<file path="src/rtl/core/trig_palette_color_generator_core_macros.svh">
// Assertion macros shared by the palette color generator RTL
`ifndef TRIG_PALETTE_COLOR_GENERATOR_CORE_MACROS_SVH
`define TRIG_PALETTE_COLOR_GENERATOR_CORE_MACROS_SVH

// Same-cycle implication, checked outside reset
`define TPCG_ASSERT_NOW(lbl, clk_s, rstn_s, ante, cons) \
  lbl: assert property (@(posedge clk_s) disable iff (!rstn_s) (ante) |-> (cons)) \
    else $error("tpcg assertion failed");

// Next-cycle implication, checked outside reset
`define TPCG_ASSERT_NEXT(lbl, clk_s, rstn_s, ante, cons) \
  lbl: assert property (@(posedge clk_s) disable iff (!rstn_s) (ante) |=> (cons)) \
    else $error("tpcg assertion failed");

`endif

</file>
<file path="src/rtl/core/tpcg_pkg.sv">
// Shared types and constants of the palette color generator
package tpcg_pkg;

  // Palette and register layout
  localparam int unsigned PALETTE_SIZE = 256;
  localparam int unsigned CFG_IDX_W    = 2;
  localparam int unsigned CFG_DATA_W   = 8;
  localparam logic [CFG_IDX_W-1:0] CFG_MAP_MODE    = 2'd0;
  localparam logic [CFG_IDX_W-1:0] CFG_CLASS_COUNT = 2'd1;
  localparam logic [7:0] CLASS_COUNT_RST = 8'd255;

  // Phase in units of pi/65536
  localparam int unsigned QUOT_W      = 17;
  localparam int unsigned DIVIDEND_W  = 25;
  localparam logic [16:0] HALF_TURN    = 17'd65536;
  localparam logic [16:0] QUARTER_TURN = 17'd32768;

  // pi * 2^45, rounded from pi * 2^48
  localparam logic [63:0] PI_Q48 = 64'h3243F6A8885A3;
  localparam logic [46:0] PI_Q45 = 47'((PI_Q48 + 64'd4) >> 3);

  // Pipeline geometry: input register, divider, fold register, sine, output register
  localparam int unsigned DIV_STAGES = 5;
  localparam int unsigned DIV_STEPS  = 4;
  localparam int unsigned SIN_TERMS  = 7;
  localparam int unsigned SIN_LAT    = 2 + 3 * SIN_TERMS + 1;
  localparam int unsigned PIPE_LAST  = 1 + DIV_STAGES + 1 + SIN_LAT;
  localparam int unsigned PHASE_POS  = DIV_STAGES + 1;

  typedef enum logic [1:0] {
    MODE_BLUE_RED   = 2'd0,
    MODE_BLUE_GREEN = 2'd1,
    MODE_RED_GREEN  = 2'd2
  } map_mode_t;

  // Control bits that travel alongside the data
  typedef struct packed {
    logic vld;
    logic blk;
    logic neg;
  } side_t;

endpackage

</file>
<file path="src/rtl/core/tpcg_div.sv">
// Pipelined restoring divider that forms the phase quotient
module tpcg_div import tpcg_pkg::*; (
  input  logic                  clk,
  input  logic                  ce,
  input  logic [DIVIDEND_W-1:0] dividend,
  input  logic [7:0]            divisor,
  output logic [QUOT_W-1:0]     quotient
);

  logic [7:0]        rem_r [0:DIV_STAGES-1];
  logic [QUOT_W-1:0] num_r [0:DIV_STAGES-1];
  logic [QUOT_W-1:0] quo_r [0:DIV_STAGES-1];

  for (genvar k = 0; k < DIV_STAGES; k++) begin : g_stage
    logic [7:0]        rem_in;
    logic [QUOT_W-1:0] num_in;
    logic [QUOT_W-1:0] quo_in;
    logic [7:0]        rem_nxt;
    logic [QUOT_W-1:0] num_nxt;
    logic [QUOT_W-1:0] quo_nxt;

    // Stage input: dividend for the first stage, previous stage otherwise
    if (k == 0) begin : g_first
      assign rem_in = dividend[DIVIDEND_W-1:QUOT_W];
      assign num_in = dividend[QUOT_W-1:0];
      assign quo_in = '0;
    end else begin : g_next
      assign rem_in = rem_r[k-1];
      assign num_in = num_r[k-1];
      assign quo_in = quo_r[k-1];
    end

    // Up to four quotient bits per stage
    always_comb begin
      logic [8:0] t;
      rem_nxt = rem_in;
      num_nxt = num_in;
      quo_nxt = quo_in;
      t       = '0;
      for (int j = 0; j < DIV_STEPS; j++) begin
        if (k * DIV_STEPS + j < QUOT_W) begin
          t = {rem_nxt, num_nxt[QUOT_W-1]};
          num_nxt = {num_nxt[QUOT_W-2:0], 1'b0};
          if (t >= {1'b0, divisor}) begin
            t = t - {1'b0, divisor};
            quo_nxt = {quo_nxt[QUOT_W-2:0], 1'b1};
          end else begin
            quo_nxt = {quo_nxt[QUOT_W-2:0], 1'b0};
          end
          rem_nxt = t[7:0];
        end
      end
    end

    always_ff @(posedge clk) begin
      if (ce) begin
        rem_r[k] <= rem_nxt;
        num_r[k] <= num_nxt;
        quo_r[k] <= quo_nxt;
      end
    end
  end

  assign quotient = quo_r[DIV_STAGES-1];

endmodule

</file>
<file path="config.mk">
export PLATFORM = sky130hd
export DESIGN_NAME = tpcg_div
export DESIGN_NICKNAME = d
export VERILOG_FILES = /design/src/rtl/core/trig_palette_color_generator_core_macros.svh /design/src/rtl/core/tpcg_pkg.sv /design/src/rtl/core/tpcg_div.sv
export SDC_FILE = /design/constraint.sdc
export NUM_CORES = 1
export LEC_CHECK = 0
export BUFFER_PORTS_ARGS = -buffer_cell sky130_fd_sc_hd__clkbuf_2
export CAP_MARGIN = 20
export CORE_MARGIN = 2
export CORE_UTILIZATION = 45
export CTS_CLUSTER_SIZE = 24
export DETAILED_ROUTE_END_ITERATION = 10
export GPL_ROUTABILITY_DRIVEN = 0
export GPL_TIMING_DRIVEN = 0
export PLACE_DENSITY = 0.65
export SYNTH_ARGS = -nofsm -noshare
export SYNTH_HDL_FRONTEND = slang
export SYNTH_SLANG_ARGS = --single-unit
</file>
<file path="constraint.sdc">
create_clock -name clk -period 22 [get_ports clk]
set_input_delay 1.1 -clock clk [delete_from_list [all_inputs] [get_ports clk]]
set_output_delay 1.1 -clock clk [all_outputs]
set_load 0.005 [all_outputs]
</file>
==> impl_metrics.py, run 1 <==
metrics = {
    "clock_tree": {
        "clk_path_buf_depth": 2,
        "post-cts-setup-buffer-count": 0,
        "cts_resized": 0,
        "cts-root-buf": "clkbuf_16",
        "tritoncts": "done",
        "htreeDepth": 4,
        "numCtsBuffers": 17,
        "cts.clk_slew.worst_paths_ns": 0.06,
        "clock_sinks": 117,
        "ctsHoldBuffers": 0,
        "insertion_delay_ns": 0.43,
    },
    "sta": {
        "post-route-period-util_pct": 50.8,
        "finalSetupViolCount": 0,
        "hold_viol_final": 0,
        "max_slew.worst_pin.slew_ns": 1.04,
        "final_max_slew_viol_count": 0,
        "setup_tns_ns": 0,
        "rsz0062_at_grt": "no",
        "clock_skew_ns": 0.00632,
        "relSlewSlack_pct": 30.3,
        "fmax_mhz": 89.5,
        "period_minus_slack_ns": 11.17,
    },
    "route": {
        "drtIter0Drc": 543,
        "wire_per_inst_um": 16.2,
        "drc_errors": 0,
        "drt_pass1_iterations": 6,
        "via_per_inst": 5.70,
        "wl_um": 24100,
        "vias": 8505,
        "antenna_left": 0,
    },
    "worst_hold_path": {
        "hp-class": "register to register",
    },
    "global_route": {
        "grt_max_degree": 74,
        "grt-ovfl-total": 0,
        "first_global_vias": 8356,
        "antenna_found_initial": 0,
        "grt_use_total_pct": 20.4,
        "grt_pass1_wl_um": 40100,
    },
    "setup_path": {
        "cp.arrival_ns": 11.43,
        "r2r-end": "rem_r[0][11]",
        "setup.worst_path.end": "rem_r[0][11]",
        "cp_top_family": "compound AO/OA/AOI/OAI gates",
        "max_stage_delay_ns": 0.72,
        "critPathLaunch": "divisor[1]",
        "path_depth": 40,
        "path_class": "input port to register",
        "reg2reg_slack_ns": 12.18,
        "startpoint_type": "input port",
        "crit_buf_inv": 7,
        "end_kind": "register",
        "required_ns": 22.26,
        "crit_fanout": 13,
        "reg2reg_depth": 38,
        "crit_path_top_delay_cell": "inv_1",
        "r2r_start": "rem_r[0][0]",
    },
    "die": {
        "rows": 56,
        "io_pins": 52,
        "die_h_um": 158,
        "chipWidth_um": 158,
        "fp.coreArea_um2": 23400,
        "die_area_um2": 25000,
        "initial_core_util_pct": 45.7,
    },
    "synthesis": {
        "avgSynthCellArea_um2": 9.84,
        "yosysMostFrequentCell": "ha_1",
        "ys_types": 87,
        "async_flop_share_pct": 0,
        "syn_nets": 1274,
        "synth_largest_area_cell": "edfxtp_1",
        "synth.top_cells.by_area": "edfxtp_1, ha_1, xnor2_1",
        "syn_area_um2": 10700,
        "ys_seq_elements": 117,
        "synth_ff_type": "edfxtp_1",
        "synth_top_area_share_pct": 32.8,
        "synth_edf_count": 117,
        "ys_warn_count": 0,
        "seq_area_frac_synth_pct": 32.8,
        "synth_commonest_cells": "ha_1, edfxtp_1, inv_1",
        "syn_inst": 1087,
    },
    "finish": {
        "nFillCells": 2207,
        "ff_latch_area_um2": 3510,
        "drive_gt1_share_pct": 13.7,
        "n_antenna_cell": 0,
        "syn_to_final_growth_pct": 11.8,
        "multi_input_area_um2": 6770,
        "nets": 1346,
    },
    "placement": {
        "io_buffers": 51,
        "dp_hpwl_um": 17600,
    },
    "outcome": {
        "run_status": "finished clean",
    },
    "run": {
        "cap_viol_max_count": 0,
    },
}
routing by layer:
metal  vias to the layer above  share of wire, %  global-route usage [%]
met2                       208                47                    34.4
met5                         -                 0                       0
met4                         0               2.8                    7.76
met3                        55               4.3                    3.39
li1                       4210                 -                       -
met1                      4032                46                    26.2
worst min path at each step:
stage	startpoint	to	slack, ns	cells after the start
floorplan	num_r[0][3]	num_r[0][23]	0.40	0
global placement	num_r[0][24]	num_r[0][44]	0.40	0
detailed placement	num_r[0][5]	num_r[0][25]	0.40	0
CTS	quo_r[0][55]	quo_r[0][73]	0.41	0
global route	num_r[0][26]	num_r[0][46]	0.42	0
finish	quo_r[0][55]	quo_r[0][73]	0.41	0
cells in the final DEF, fill, tap and decap left out, drive strengths merged, types with 40 or more instances in the layout:
cell	Yosys	final
ha	136	136
edfxtp	117	117
inv	93	93
clkbuf	7	78
nand2	77	77
a21oi	73	73
o21ai	69	69
nor2	68	68
xnor2	51	51
mux2	40	40
layout make-up:
cell class	count	share of cell area, %
inverter	93	2.92
buffer	15	0.586
clock buffer	20	3.65
sequential	117	29.4
timing repair buffer	53	2.67
tap	319	3.34
clock inverter	12	0.941
multi-input combinational	862	56.5
worst register-to-register path, delay by kind of cell (launching register included):
kind            cells  cell delay (ns)
mux                 2             0.62
fa+ha+maj           4             1.15
simple gates       10             2.18
compound gates     17             4.43
buf+inv             5             0.85
flops               1             0.44
logic make-up after synthesis:
family          after synthesis  synth area share, %
compound gates              286                 18.1
xor+xnor                     69                 5.65
fa+ha+maj                   152                 18.9
buf+inv                     108                 3.92
flops                       117                 32.8
mux                          62                 6.30
simple gates                293                 14.3
per-stage QoR:
stage	hold slack [ns]	cell area, µm²	setup WS (ns)	utilization [%]	std cells
6_report	0.412	12000	10.83	51.1	1491
2_1_floorplan	0.400	10700	12.19	-	1087
3_3_place_gp	0.401	11400	10.09	48.5	1457
5_1_grt	0.420	12000	9.95	51.1	1491
4_1_cts	0.415	12000	10.88	51.1	1491
3_5_place_dp	0.405	11400	10.45	48.8	1459
state kept, by name, summed over array words and instances (netlist names):
signal,count
rem_r,32
quo_r,57
num_r,28
Power of run 1 is left out: the tool's default activity adds up to more than one toggle a clock period on the data nets, which glitch-free logic cannot reach.
==> run 2: changes to the inputs <==
ABC_AREA = 1   (was not set)
PLACE_DENSITY = 0.64   (was 0.65)
clock period = 10.36 ns   (was 22 ns; I/O delays follow)
==> run 2 against run 1 <==
Against the previous run: cell count increased by 23%; synthesized cell count rose by 30%; count of clock-buffer cells in the layout down 3; critical path type unchanged; clock skew grew 0.0044 ns.
==> impl_metrics.py, run 2 <==
metrics = {
    "route": {
        "via_per_inst": 5.06,
        "drtIter0Drc": 437,
        "wl_um": 24800,
        "vias": 9244,
        "drc_errors": 0,
        "drt_pass1_iterations": 5,
        "wire_per_inst_um": 13.6,
        "antenna_left": 0,
    },
    "sta": {
        "max_slew.worst_pin.slew_ns": 1.03,
        "period_minus_slack_ns": 7.63,
        "hold_viol_final": 0,
        "relSlewSlack_pct": 31.4,
        "clock_skew_ns": 0.0107,
        "setup_tns_ns": 0,
        "rsz0062_at_grt": "no",
        "post-route-period-util_pct": 73.6,
        "fmax_mhz": 131,
        "final_max_slew_viol_count": 0,
        "finalSetupViolCount": 0,
    },
    "finish": {
        "syn_to_final_growth_pct": 11.4,
        "largest_registers": "quo_r (57), rem_r (32), num_r (28)",
        "n_antenna_cell": 0,
        "top_register": "quo_r",
        "drive_gt1_share_pct": 14.4,
        "stdcell_count": 1827,
        "nets": 1671,
        "finalInstanceArea_um2": 12600,
        "largest_register_ffs": 57,
        "final_cell_mix": "nand2_1, inv_1, ha_1",
        "mostFrequentLayoutCell": "nand2_1",
    },
    "synthesis": {
        "ys_seq_elements": 117,
        "yosysMostFrequentCell": "nand2_1",
        "async_flop_share_pct": 0,
        "synth.top_cells.by_area": "edfxtp_1, ha_1, nand2_1",
        "synth_commonest_cells": "nand2_1, inv_1, ha_1",
        "ys_types": 50,
        "syn_area_um2": 11300,
        "avgSynthCellArea_um2": 8.02,
        "ys_warn_count": 0,
        "synth_top_area_share_pct": 31.0,
        "synth_ff_type": "edfxtp_1",
        "synth_largest_area_cell": "edfxtp_1",
        "synth_edf_count": 117,
        "seq_area_frac_synth_pct": 31.0,
        "syn_inst": 1413,
        "syn_nets": 1600,
    },
    "clock_tree": {
        "htreeDepth": 4,
        "clock_sinks": 117,
        "tritoncts": "done",
        "clk_path_buf_depth": 2,
        "insertion_delay_ns": 0.42,
        "cts_resized": 0,
        "numCtsBuffers": 17,
        "post-cts-setup-buffer-count": 0,
        "cts-root-buf": "clkbuf_16",
        "ctsHoldBuffers": 0,
        "cts.clk_slew.worst_paths_ns": 0.07,
    },
    "setup_path": {
        "r2r_start": "rem_r[0][21]",
        "max_stage_delay_ns": 0.72,
        "reg2reg_depth": 37,
        "startpoint_type": "input port",
        "path_class": "input port to register",
        "end_kind": "register",
        "cp.arrival_ns": 7.80,
        "critPathLaunch": "divisor[1]",
        "crit_fanout": 25,
        "crit_path_top_delay_cell": "inv_2",
        "required_ns": 10.53,
        "reg2reg_slack_ns": 3.36,
        "cpMostUsedCell": "nand2_1",
        "setup.worst_path.end": "rem_r[0][31]",
        "r2r-end": "rem_r[0][31]",
    },
    "global_route": {
        "grt_max_degree": 61,
        "grt_pass1_wl_um": 41500,
        "grt-ovfl-total": 0,
        "first_global_vias": 8933,
        "antenna_found_initial": 0,
        "grt_use_total_pct": 19.4,
    },
    "die": {
        "rows": 58,
        "die_h_um": 163,
        "fp.coreArea_um2": 25000,
        "chipWidth_um": 163,
        "initial_core_util_pct": 45.4,
        "die_area_um2": 26500,
        "io_pins": 52,
    },
    "placement": {
        "dp_hpwl_um": 18400,
        "io_buffers": 51,
        "placed_cells": 1795,
        "place_area_um2": 12000,
    },
    "outcome": {
        "run_status": "finished clean",
    },
    "worst_hold_path": {
        "hp-class": "input port to register",
    },
    "run": {
        "cap_viol_max_count": 0,
    },
}
run 2: changes by cell type in the layout (fill, tap and decap cells not counted), moves of 34 or more:
cell	before	now
mux2_2	39	0
nand2_2	1	35
inv_1	92	177
nand2_1	76	400
nand3_1	10	72
run 2: worst max-delay path: cells and delay by family:
family | cells | cell delay [ns]
compound gates | 7 | 1.76
fa+ha+maj | 4 | 1.38
buf+inv | 8 | 1.86
simple gates | 20 | 2.24
run 2: area by class of cell:
class	count	area, µm²
clock buffer	17	425
fill	2466	12300
timing repair buffer	52	292
tap	330	413
inverter	196	743
sequential	117	3510
multi-input combinational	1091	6990
buffer	9	87.6
clock inverter	15	158
run 2: logic make-up (layout without fill, tap and decap cells):
| logic type | count (synthesis) | count (layout) | synth area share, % |
|---|---|---|---|
| AND/OR/NAND/NOR | 676 | 676 | 28.2 |
| AO/OA/AOI/OAI | 181 | 181 | 9.37 |
| XOR/XNOR | 82 | 82 | 6.33 |
| flip-flops | 117 | 117 | 31.0 |
| buffers and inverters | 205 | 289 | 7.33 |
| adder cells (fa/ha/maj) | 152 | 152 | 17.8 |
run 2: worst min path at each step:
stage | start | endpoint | slack, ns | depth (start not counted)
global route | dividend[0] | num_r[0][3] | 0.25 | 1
CTS | dividend[0] | num_r[0][3] | 0.25 | 1
detailed placement | num_r[0][25] | num_r[0][45] | 0.40 | 0
floorplan | num_r[0][3] | num_r[0][23] | 0.40 | 0
finish | dividend[1] | num_r[0][4] | 0.27 | 1
global placement | quo_r[0][58] | quo_r[0][76] | 0.40 | 0
run 2: stage by stage:
step	util, %	setup WS, ns	hold slack (ns)
5_1_grt	50.6	2.07	0.253
6_report	50.6	2.73	0.268
4_1_cts	50.6	2.73	0.255
3_3_place_gp	48.1	1.85	0.401
2_1_floorplan	-	3.68	0.400
3_5_place_dp	48.2	2.32	0.405
run 2: routing by layer:
layer  vias to the layer above  track usage, %  wire, µm
li1                       4861               -         -
met1                      4219            24.7     11600
met2                       135            34.4     12100
met3                        29            2.50       743
met4                         0            5.51       383
met5                         -               0         0
Power of run 2 is left out for the same reason.
==> run 3: changes to the inputs <==
ABC_AREA = 0   (was 1)
PLACE_DENSITY = 0.65   (was 0.64)
clock period = 7.3 ns   (was 10.36 ns; I/O delays follow)
==> run 3 against run 2 <==
Against the previous run: hold slack worse by 0.18 ns; the flow now finishes with violations (setup timing); cell count is 6.1% lower; sequential share of layout area fell by 5.0 points; sequential cell count unchanged; die area shrank 5.5%; first-iteration DRC count increased by 40%; cell area is 22% higher; critical path type is now register to register; non-clock buffer count grew 227; register-to-register slack got worse by 3.9 ns; highest routed layer unchanged; critical path depth shrank 4; via count increased by 6.9%.
==> impl_metrics.py, run 3 (synthesized netlist as in run 1, its figures left out) <==
metrics = {
    "outcome": {
        "run_status": "complete, but fails checks",
        "violations": "setup timing",
    },
    "finish": {
        "largest_register_ffs": 57,
        "nets": 1570,
        "n_antenna_cell": 0,
        "mostFrequentLayoutCell": "buf_4",
        "final_cell_mix": "buf_4, edfxtp_1, ha_1",
        "top_register": "quo_r",
        "drive_gt1_share_pct": 41.0,
        "largest_registers": "quo_r (57), rem_r (32), num_r (28)",
        "syn_to_final_growth_pct": 43.6,
        "post-route-util_pct": 65.7,
        "finalInstanceArea_um2": 15400,
    },
    "route": {
        "drtIter0Drc": 611,
        "antenna_left": 0,
        "wire_per_inst_um": 18.7,
        "vias": 9882,
        "drc_errors": 0,
        "via_per_inst": 5.76,
        "drt_pass1_iterations": 7,
        "wl_um": 32100,
    },
    "sta": {
        "fmax_mhz": 127,
        "clock_skew_ns": 0.0129,
        "post-route-period-util_pct": 108,
        "period_minus_slack_ns": 7.87,
        "setup_slack_ns": -0.571,
        "finalSetupViolCount": 33,
        "max_slew.worst_pin.slew_ns": 0.984,
        "final_max_slew_viol_count": 0,
        "hold_viol_final": 0,
        "relSlewSlack_pct": 34.0,
        "rsz0062_at_grt": "yes",
    },
    "die": {
        "rows": 56,
        "initial_core_util_pct": 45.7,
        "io_pins": 52,
        "die_h_um": 158,
        "fp.coreArea_um2": 23400,
        "die_area_um2": 25000,
        "chipWidth_um": 158,
    },
    "clock_tree": {
        "numCtsBuffers": 17,
        "htreeDepth": 4,
        "insertion_delay_ns": 0.45,
        "ctsHoldBuffers": 0,
        "cts-root-buf": "clkbuf_16",
        "clk_path_buf_depth": 2,
        "clock_sinks": 117,
        "cts.clk_slew.worst_paths_ns": 0.06,
        "tritoncts": "done",
    },
    "global_route": {
        "grt-ovfl-total": 0,
        "antenna_found_initial": 0,
        "grt_use_total_pct": 24.5,
        "grt_max_degree": 64,
        "first_global_vias": 9750,
        "grt_pass1_wl_um": 47600,
    },
    "setup_path": {
        "path_class": "register to register",
        "cpMostUsedCell": "o211ai_1",
        "cp.arrival_ns": 8.15,
        "startpoint_type": "register",
        "required_ns": 7.57,
        "crit_fanout": 3,
        "max_stage_delay_ns": 0.47,
        "crit_path_top_delay_cell": "or4_4",
        "end_kind": "register",
    },
    "placement": {
        "place_area_um2": 11600,
        "dp_hpwl_um": 18000,
        "io_buffers": 51,
    },
    "worst_hold_path": {
        "hp-class": "input port to register",
    },
    "run": {
        "cap_viol_max_count": 0,
    },
}
-- run 3: stage by stage --
step / worst slack, ns / setup TNS (ns) / hold slack [ns] / cells
global route: -0.924 / -20.72 / 0.0818 / 1715
floorplan: -1.04 / -27.31 / 0.400 / 1087
detailed placement: -3.24 / -106.53 / 0.405 / 1458
global placement: -3.16 / -103.46 / 0.401 / 1457
CTS: -0.708 / -6.74 / 0.0893 / 1663
finish: -0.571 / -9.74 / 0.0896 / 1715
-- run 3: final timing paths --
| path | cells after the start | slack (ns) | to | start |
|---|---|---|---|---|
| setup / recovery | 35 | -0.57 | rem_r[0][11] | rem_r[0][0] |
| hold / removal | 1 | 0.09 | num_r[0][6] | dividend[3] |
| setup reg to reg | 35 | -0.57 | rem_r[0][11] | rem_r[0][0] |
| hold reg to reg | 0 | 0.41 | quo_r[0][82] | quo_r[0][64] |
-- run 3: critical path, delay by kind of cell (launching register included) --
kind	cells	cell delay, ns
simple gates	7	1.60
compound gates	18	3.66
fa+ha+maj	4	1.07
mux	2	0.54
flops	1	0.43
buf+inv	4	0.40
-- run 3: repair_timing --
item	CTS	global route
gates cloned	5	0
pin swaps	90	100
resized for setup	189	89
endpoints found under the setup margin	40	36
buffers inserted	171	54
-- run 3: area by class of cell --
class	count	area, µm²
plain buffers	12	129
clock buffers	17	425
clock inverters	15	120
fillers	1736	8030
inverters	93	383
multi-input cells	865	8280
flip-flops and latches	117	3510
well taps	319	399
repair buffers	276	2120
repair inverters	1	5.00
-- run 3: routing by layer --
| layer | GRT usage, % | up-vias | share of wire, % |
|---|---|---|---|
| li1 | - | 4680 | - |
| met1 | 29.6 | 4793 | 41 |
| met2 | 42.7 | 326 | 50 |
| met3 | 4.82 | 83 | 5.6 |
| met4 | 9.95 | 0 | 3.3 |
| met5 | 0 | - | 0 |
Power of run 3 is left out for the same reason.
